$ cat src/hdl/gf2n_polynomial_hash_macros.svh
// Assertion macros for the GF(2^n) polynomial hash.
// No dependencies; included by the top level only.
`ifndef GF2N_POLYNOMIAL_HASH_MACROS_SVH
`define GF2N_POLYNOMIAL_HASH_MACROS_SVH

// Same-cycle implication, checked out of reset
`define GPH_ASSERT_NOW(label, clk, rst_n, ante, cons) \
    label: assert property (@(posedge clk) disable iff (!(rst_n)) (ante) |-> (cons)) \
        else $error("gf2n_polynomial_hash: same-cycle check failed");

// Next-cycle implication, checked out of reset
`define GPH_ASSERT_NEXT(label, clk, rst_n, ante, cons) \
    label: assert property (@(posedge clk) disable iff (!(rst_n)) (ante) |=> (cons)) \
        else $error("gf2n_polynomial_hash: next-cycle check failed");

`endif

$ cat src/hdl/gf2nph_pkg.sv
// Shared types and constants for the GF(2^n) polynomial hash.
// No dependencies; used by gf2nph_clmul, gf2n_polynomial_hash, gf2nph_checker and the testbench.
`timescale 1ns / 1ps

package gf2nph_pkg;

    // field size in 64-bit words
    localparam int WORDS   = 2;
    localparam int WORD_W  = 64;
    localparam int HALF_W  = WORD_W / 2;
    localparam int PART_W  = WORD_W + HALF_W - 1;
    localparam int FIELD_W = WORDS * WORD_W;
    localparam int PROD_W  = 2 * FIELD_W;
    localparam int WIDX_W  = (WORDS > 1) ? $clog2(WORDS) : 1;
    localparam int POS_W   = $clog2(4 * WORDS);
    localparam int OUT_W   = $clog2(WORDS + 1);
    localparam int TAP_W   = 6;
    localparam int TCNT_W  = 2;
    localparam int CIDX_W  = 3;

    // register indexes
    localparam logic [CIDX_W-1:0] REG_POINT0    = 3'd0;
    localparam logic [CIDX_W-1:0] REG_POINT1    = 3'd1;
    localparam logic [CIDX_W-1:0] REG_POINT2    = 3'd2;
    localparam logic [CIDX_W-1:0] REG_POINT3    = 3'd3;
    localparam logic [CIDX_W-1:0] REG_TAP_COUNT = 3'd4;
    localparam logic [CIDX_W-1:0] REG_TAP0      = 3'd5;
    localparam logic [CIDX_W-1:0] REG_TAP1      = 3'd6;
    localparam logic [CIDX_W-1:0] REG_TAP2      = 3'd7;

    typedef struct packed {
        logic [WORD_W-1:0] coef_word;
        logic              end_of_message;
    } in_word_t;

    typedef struct packed {
        logic [WORD_W-1:0] hash_word;
        logic              last_word;
    } out_word_t;

endpackage

$ cat src/hdl/gf2nph_clmul.sv
// 64 x 32 carry-less multiplier, the shared arithmetic unit of the hash.
// Depends on gf2nph_pkg.
`timescale 1ns / 1ps

module gf2nph_clmul (
    input  logic [gf2nph_pkg::WORD_W-1:0] a,
    input  logic [gf2nph_pkg::HALF_W-1:0] b,
    output logic [gf2nph_pkg::PART_W-1:0] p
);

    // xor of shifted copies of a, one per set bit of b
    always_comb begin
        logic [gf2nph_pkg::PART_W-1:0] acc;
        acc = '0;
        for (int i = 0; i < gf2nph_pkg::HALF_W; i++) begin
            if (b[i]) begin
                acc = acc ^ (gf2nph_pkg::PART_W'(a) << i);
            end
        end
        p = acc;
    end

endmodule

$ cat src/hdl/gf2n_polynomial_hash.sv
// Polynomial evaluation hash over GF(2^(64*WORDS)), Horner's rule.
// Channels: s_ (coefficient words in), m_ (hash words out), cfg_ (registers).
// Each coefficient is WORDS words, low word first; end_of_message on the
// final word of the final coefficient. The hash leaves as WORDS words, low
// first, last_word set on the top word.
// Order: a non-final word of a coefficient is taken while idle. The final
// word starts the update acc = acc*point + coef on one 64x32 carry-less
// multiplier: a multiply step per acc word and point half-word pair, then
// load, three fold, sum, three reduce and finish steps; s_ready is low
// throughout. Hash words appear from the cycle after the finish, one per
// cycle while m_ready is high. A stalled receiver holds the words; the next
// coefficients are still taken, and only a second message end waits in the
// finish state until the previous hash has fully gone.
// cfg_ready is always high; write only while idle. Reset (aresetn low,
// synchronous) clears the accumulator, word position and output, and returns
// the registers to their defaults.
// Depends on gf2nph_pkg, gf2nph_clmul and gf2n_polynomial_hash_macros.svh.
`timescale 1ns / 1ps
`include "gf2n_polynomial_hash_macros.svh"

module gf2n_polynomial_hash (
    input  logic                              aclk,
    input  logic                              aresetn,
    input  logic                              s_valid,
    output logic                              s_ready,
    input  gf2nph_pkg::in_word_t              s_data,
    output logic                              m_valid,
    input  logic                              m_ready,
    output gf2nph_pkg::out_word_t             m_data,
    input  logic                              cfg_valid,
    output logic                              cfg_ready,
    input  logic [gf2nph_pkg::CIDX_W-1:0]     cfg_index,
    input  logic [gf2nph_pkg::WORD_W-1:0]     cfg_data
);

    localparam int W  = gf2nph_pkg::WORDS;
    localparam int WW = gf2nph_pkg::WORD_W;
    localparam int FW = gf2nph_pkg::FIELD_W;
    localparam int PW = gf2nph_pkg::PROD_W;
    localparam int XW = gf2nph_pkg::WIDX_W;

    typedef enum logic [2:0] {
        S_IDLE, S_MUL, S_LOAD, S_FOLD, S_SUM, S_RED, S_FINISH
    } state_t;

    // configuration
    logic [FW-1:0]                     point_reg;
    logic [gf2nph_pkg::TCNT_W-1:0]     tap_count_reg;
    logic [gf2nph_pkg::TAP_W-1:0]      tap0_reg, tap1_reg, tap2_reg;

    // datapath and sequencer
    state_t                            state_reg;
    logic [XW-1:0]                     widx_reg;
    logic [XW-1:0]                     i_reg, j_reg;
    logic                              h_reg;
    logic [1:0]                        k_reg;
    logic                              eom_reg;
    logic [FW-1:0]                     acc_reg;
    logic [FW-1:0]                     coef_reg;
    logic [PW-1:0]                     prod_reg;
    logic [FW-1:0]                     m_reg;
    logic [FW-1:0]                     r_reg;
    logic [FW-1:0]                     hash_reg;
    logic [gf2nph_pkg::OUT_W-1:0]      out_left_reg;
    logic                              m_valid_reg;

    logic [WW-1:0]                     mul_a;
    logic [gf2nph_pkg::HALF_W-1:0]     mul_b;
    logic [gf2nph_pkg::PART_W-1:0]     mul_p;
    logic [gf2nph_pkg::POS_W-1:0]      pos;
    logic                              mul_last;
    logic [gf2nph_pkg::TAP_W-1:0]      tap_sel;
    logic                              tap_active;
    logic [WW-1:0]                     prod_top;
    logic [gf2nph_pkg::TAP_W:0]        fold_sh;
    logic                              k_last;

    assign cfg_ready = 1'b1;
    assign s_ready   = (state_reg == S_IDLE);
    assign m_valid   = m_valid_reg;
    assign m_data.hash_word = hash_reg[WW-1:0];
    assign m_data.last_word = (out_left_reg == gf2nph_pkg::OUT_W'(1));

    // register writes
    always_ff @(posedge aclk) begin
        if (!aresetn) begin
            point_reg     <= '0;
            tap_count_reg <= 2'd3;
            tap0_reg      <= 6'd7;
            tap1_reg      <= 6'd2;
            tap2_reg      <= 6'd1;
        end else if (cfg_valid) begin
            for (int w = 0; w < W; w++) begin
                if (cfg_index == gf2nph_pkg::CIDX_W'(w)) begin
                    point_reg[w*WW +: WW] <= cfg_data;
                end
            end
            unique case (cfg_index)
                gf2nph_pkg::REG_TAP_COUNT: tap_count_reg <= cfg_data[gf2nph_pkg::TCNT_W-1:0];
                gf2nph_pkg::REG_TAP0:      tap0_reg      <= cfg_data[gf2nph_pkg::TAP_W-1:0];
                gf2nph_pkg::REG_TAP1:      tap1_reg      <= cfg_data[gf2nph_pkg::TAP_W-1:0];
                gf2nph_pkg::REG_TAP2:      tap2_reg      <= cfg_data[gf2nph_pkg::TAP_W-1:0];
                default: ;
            endcase
        end
    end

    // operand select for the shared multiplier: acc word i times point word j half h
    assign mul_a    = acc_reg[i_reg*WW +: WW];
    assign mul_b    = point_reg[(int'(j_reg) * 2 + int'(h_reg)) * gf2nph_pkg::HALF_W +:
                                gf2nph_pkg::HALF_W];
    assign pos      = (gf2nph_pkg::POS_W'(i_reg) + gf2nph_pkg::POS_W'(j_reg)) * 2'd2
                      + gf2nph_pkg::POS_W'(h_reg);
    assign mul_last = h_reg && (i_reg == XW'(W - 1)) && (j_reg == XW'(W - 1));

    gf2nph_clmul u_clmul (
        .a (mul_a),
        .b (mul_b),
        .p (mul_p)
    );

    // tap select for fold and reduce passes
    always_comb begin
        unique case (k_reg)
            2'd0:    tap_sel = tap0_reg;
            2'd1:    tap_sel = tap1_reg;
            default: tap_sel = tap2_reg;
        endcase
    end
    assign tap_active = ({1'b0, k_reg} < {1'b0, tap_count_reg});
    assign k_last     = (k_reg == 2'd2);
    assign prod_top   = prod_reg[PW-1 -: WW];
    assign fold_sh    = 7'd64 - {1'b0, tap_sel};

    // sequencer, datapath and output word register
    always_ff @(posedge aclk) begin
        if (!aresetn) begin
            state_reg    <= S_IDLE;
            widx_reg     <= '0;
            i_reg        <= '0;
            j_reg        <= '0;
            h_reg        <= 1'b0;
            k_reg        <= '0;
            acc_reg      <= '0;
            out_left_reg <= '0;
            m_valid_reg  <= 1'b0;
        end else begin
            // drain hash words
            if (m_valid_reg && m_ready) begin
                hash_reg     <= hash_reg >> WW;
                out_left_reg <= out_left_reg - gf2nph_pkg::OUT_W'(1);
                if (out_left_reg == gf2nph_pkg::OUT_W'(1)) begin
                    m_valid_reg <= 1'b0;
                end
            end

            unique case (state_reg)
                S_IDLE: begin
                    if (s_valid) begin
                        coef_reg[widx_reg*WW +: WW] <= s_data.coef_word;
                        if (widx_reg == XW'(W - 1)) begin
                            widx_reg  <= '0;
                            eom_reg   <= s_data.end_of_message;
                            prod_reg  <= '0;
                            i_reg     <= '0;
                            j_reg     <= '0;
                            h_reg     <= 1'b0;
                            state_reg <= S_MUL;
                        end else begin
                            widx_reg <= widx_reg + XW'(1);
                        end
                    end
                end
                S_MUL: begin
                    // accumulate one partial product at offset 32*pos
                    prod_reg <= prod_reg ^ (PW'(mul_p) << {pos, 5'b0});
                    h_reg    <= ~h_reg;
                    if (h_reg) begin
                        if (j_reg == XW'(W - 1)) begin
                            j_reg <= '0;
                            i_reg <= i_reg + XW'(1);
                        end else begin
                            j_reg <= j_reg + XW'(1);
                        end
                    end
                    if (mul_last) begin
                        state_reg <= S_LOAD;
                    end
                end
                S_LOAD: begin
                    m_reg     <= prod_reg[PW-1:FW];
                    k_reg     <= '0;
                    state_reg <= S_FOLD;
                end
                S_FOLD: begin
                    // bits pushed past x^n by each tap fold back into the low word
                    if (tap_active && (tap_sel != '0)) begin
                        m_reg[WW-1:0] <= m_reg[WW-1:0] ^ (prod_top >> fold_sh);
                    end
                    k_reg <= k_last ? 2'd0 : k_reg + 2'd1;
                    if (k_last) begin
                        state_reg <= S_SUM;
                    end
                end
                S_SUM: begin
                    r_reg     <= prod_reg[FW-1:0] ^ m_reg;
                    state_reg <= S_RED;
                end
                S_RED: begin
                    if (tap_active) begin
                        r_reg <= r_reg ^ (m_reg << tap_sel);
                    end
                    k_reg <= k_last ? 2'd0 : k_reg + 2'd1;
                    if (k_last) begin
                        state_reg <= S_FINISH;
                    end
                end
                S_FINISH: begin
                    if (!eom_reg) begin
                        acc_reg   <= r_reg ^ coef_reg;
                        state_reg <= S_IDLE;
                    end else if (!m_valid_reg) begin
                        hash_reg     <= r_reg ^ coef_reg;
                        out_left_reg <= gf2nph_pkg::OUT_W'(W);
                        m_valid_reg  <= 1'b1;
                        acc_reg      <= '0;
                        state_reg    <= S_IDLE;
                    end
                end
                default: state_reg <= S_IDLE;
            endcase
        end
    end

    // checks
    `GPH_ASSERT_NEXT(a_acc_clears, aclk, aresetn, (state_reg == S_FINISH) && eom_reg && !m_valid_reg, (acc_reg == '0) && m_valid_reg)
    `GPH_ASSERT_NEXT(a_last_drains, aclk, aresetn, m_valid && m_ready && m_data.last_word, !m_valid)
    `GPH_ASSERT_NOW(a_widx_range, aclk, aresetn, 1'b1, widx_reg <= XW'(W - 1))
    `GPH_ASSERT_NOW(a_left_valid, aclk, aresetn, m_valid_reg, (out_left_reg != '0) && (out_left_reg <= gf2nph_pkg::OUT_W'(W)))

endmodule

$ cat config.mk
export PLATFORM = sky130hd
export DESIGN_NAME = gf2n_polynomial_hash
export DESIGN_NICKNAME = d
export VERILOG_FILES = /design/src/hdl/gf2nph_pkg.sv /design/src/hdl/gf2nph_clmul.sv /design/src/hdl/gf2n_polynomial_hash.sv
export VERILOG_INCLUDE_DIRS = /design/src /design/src/hdl
export SDC_FILE = /design/constraint.sdc
export NUM_CORES = 2
export LEC_CHECK = 0
export ABC_AREA = 1
export BUFFER_PORTS_ARGS = -buffer_cell sky130_fd_sc_hd__buf_2
export CORE_ASPECT_RATIO = 2
export CORE_MARGIN = 3
export CORE_UTILIZATION = 25
export CTS_BUF_LIST = sky130_fd_sc_hd__clkbuf_2 sky130_fd_sc_hd__clkbuf_4 sky130_fd_sc_hd__clkbuf_8
export DETAILED_ROUTE_END_ITERATION = 10
export MAX_ROUTING_LAYER = met4
export PLACE_DENSITY = 0.46
export SLEW_MARGIN = 20
export SYNTH_ARGS = -nofsm -noshare
export SYNTH_HDL_FRONTEND = slang
export SYNTH_SLANG_ARGS = --single-unit
$ cat constraint.sdc
create_clock -name aclk -period 12.2 [get_ports aclk]
set_clock_uncertainty 0.1 [all_clocks]
set_input_delay 1.22 -clock aclk [delete_from_list [all_inputs] [get_ports aclk]]
set_output_delay 1.22 -clock aclk [all_outputs]
set_load 0.05 [all_outputs]
==> impl_results.md <==
* Reg-to-reg startpoint: h_reg
* Number of global-route vias before repair at 91400
* # hold bufs at CTS at 0
* Peak supply drop at ~0.13 mV
* Final period utilization at 54.1%
* Buf+Inv Stages, Crit Path at 5
* Row cnt at 320
* Die width at 443 um
* Worst Setup Start Kind: flop
* Htree depth at 4
* Top_reg_cell synth: edfxtp_1
* Initial core utilization at 25.1%
* Slew @ Worst Pin at 1.40 ns
* Yosys top cell by area: edfxtp_1
* FF-to-FF End: prod_reg[37]
* WL per Instance at roughly 32 um
* RSZ-0062 raised after global routing: no
* CTS tree: built
* # setup viols final at 0
* CP endpoint: prod_reg[37]
* Setup TNS Final at 0 ns
* Final std cells w/o fill at 19400
* CTS buffer count at between 150 and 200
* Cells resized by post-CTS repair at 0
* Synthesized net count at ~14000
* Leakage at about 42 nW
* Fmax achieved at 151 MHz
* Share of the synthesized area in the top cell type at about 24%
* DRT Wirelength at a little over 600000 um
* Crit path from: h_reg
* Highest-delay cell along the critical path: nand3b_1
* Count of cell types in the netlist at 53
* Commonest cells in the netlist: 3610 x nand2_1, 2401 x nor2_1, 1213 x inv_1, 1128 x o21ai_0, 1125 x xnor2_1
* Slew headroom at 6.71%
* Sequential fraction of the synthesis area at 30.3%
* Die H at 879 um
* CP Data Required Time at 12.80 ns
* R2r worst-path depth at 21
* Placed instance count at 18900
* Cell family with the largest share of critical-path delay: simple AND/OR/NAND/NOR gates
* Initial DRC count at around 10000
* Hold Path Class: reg -> reg
* DRC errors left at 0
* Share of cells above drive strength 1 at 7.57%
* Hpwl dp at 459000 um
* Pwr Density at 224 mW/mm^2
* Pins Over Slew Limit at 0
* Port bufs at 203
* Gpl congestion at 1.06
* Global-route wire length before repair at 813000 um
* Worst-path clk slew at 0.07 ns
* Status: finished clean
* Main area contributors after synthesis: edfxtp_1 24%, nand2_1 14%, xnor2_1 10%
* CP Cell Sequence: buf_4 -> nand2_1 -> nand3_1 -> nand2_2 -> buf_4 -> inv_1 -> buf_4 -> nand2_1 -> xnor2_1 -> xor2_1 -> xor2_1 -> inv_1 -> or2_0 -> nand3_1 -> nand2_1 -> nand2_1 -> nand3b_1 -> nand3_1 -> nand4_1 -> o21ai_0 -> a21oi_1
* # IOs at just over 200
* Crit path depth at 21
* Final Hold Viols at 0
* Largest net degree at the start of global routing at 173
* Routed via count at 97600
* Syn Area/Cell at 6.64 um^2
* Synth Instances at 14400
* Post-synth ARST share at 0%
* Antenna-violating nets left at 0
* Worst Path Arrival at approximately 7.2 ns
* Worst setup EP type: flop
* GRT Util Overall at 31.4%
* Area Overhead vs Synth at 10.1%
* Synthesized area at 0.0953 mm^2
* Max reg flops at 256
* Total Nets Final at 14200
* Root Buffer: clkbuf_8
* Die area at 0.389 mm^2
* Max FO, Critical Path at 57
* Crit path kind: reg -> reg
* Clock Sinks at roughly 1100
* Remaining global-route overflow at 0
* Worst R2R Setup Slack at 5.60 ns
* Post-layout min period at roughly 6.6 ns
* Top-count cell post-synth: nand2_1
* CTS max path bufs at 4
* CP most frequent cell: nand2_1
* Core box area at 0.380 mm^2
* Max-cap violations at 0
* Post-synth EDFFs at 769
* Worst skew pair latency at 1.08 ns
* Initial antenna violation count at 89
* DRT Pass-1 Iters at 8
* Yosys warns at 0
* Drt via density at between 5 and 6
* CP max stage delay at ~0.7 ns
* Setup bufs post-CTS at 0
* Yosys reg bits at about 1100
-- cells by family (layout without fill, tap and decap cells) --
| kind of cell | count (synthesis) | in the layout | synth area share, % |
|---|---|---|---|
| compound gates | 2000 | 2000 | 11.2 |
| xor+xnor | 2044 | 2044 | 19.0 |
| fa+ha+maj | 4 | 4 | 0.0525 |
| buf+inv | 2269 | 2110 | 10.3 |
| flops | 1057 | 1057 | 30.3 |
| mux | 12 | 12 | 0.126 |
| other cells | 1 | 211 | 0.00393 |
| simple gates | 6968 | 6968 | 29.1 |
-- where the power goes --
part | switching [mW] | internal, mW
Combinational | 11.9 | 3.15
Sequential | 0.402 | 4.42
Clock | 1.78 | 1.92
Total | 14.1 | 9.48
-- layout make-up --
cell class	count	area (um^2)
Fill cell	42800	275000
Multi-Input combinational cell	11000	57200
Sequential cell	1057	28900
Tap cell	4991	6240
Inverter	1264	4790
Timing Repair Buffer	514	3480
Clock buffer	262	3310
Clock inverter	70	554
Antenna cell	210	526
-- worst min path at each step --
stage             startpoint       endpoint  slack, ns  depth (start not counted)
3_5_place_dp   prod_reg[195]      m_reg[67]       0.33                          0
5_1_grt           s_data[57]  coef_reg[120]       0.30                          3
2_1_floorplan  prod_reg[195]      m_reg[67]       0.33                          0
6_report       prod_reg[242]     m_reg[114]       0.31                          0
3_3_place_gp   prod_reg[208]      m_reg[80]       0.33                          0
4_1_cts           s_data[57]  coef_reg[120]       0.22                          3
-- through the flow --
stage | power (mW) | hold slack, ns | instance area [um^2] | setup WS [ns] | utilization [%]
after global routing | 24.2 | 0.305 | 105000 | 5.35 | 27.7
after CTS | 22.9 | 0.220 | 104000 | 5.91 | 27.5
after global placement | 19.2 | 0.329 | 100000 | 5.98 | 26.5
after floorplan | 12.4 | 0.326 | 95300 | 3.21 | -
final | 23.5 | 0.312 | 105000 | 5.60 | 27.7
after detailed placement | 19.2 | 0.334 | 100000 | 5.97 | 26.5
-- cell usage in the layout (no fill, tap or decap), types with 12 or more instances in the layout --
cell type  count
a21oi_1      408
a31oi_1       82
buf_2        202
buf_4        301
clkbuf_4      48
clkbuf_8     214
clkinv_1      31
clkinv_2      32
dfxtp_1      284
diode_2      210
edfxtp_1     769
inv_1       1205
inv_2         37
mux2i_1       12
nand2_1     3591
nand2_2       34
nand3_1      735
nand3b_1      45
nand4_1       40
nor2_1      2391
nor2_2        13
o211ai_1      71
o21ai_0     1104
o21ai_1      227
o21ai_2       37
o21ai_4       25
o22ai_1       14
or2_1         43
or2_2         32
xnor2_1     1118
xnor3_1       14
xor2_1       892
-- metal layers --
metal  GRT usage, %  wire (um)
met1           29.0     194000
met2           51.7     293000
met4           35.8      87500
met5              -          0
met3           5.80      37400
Power figures use the tool's default switching activity.
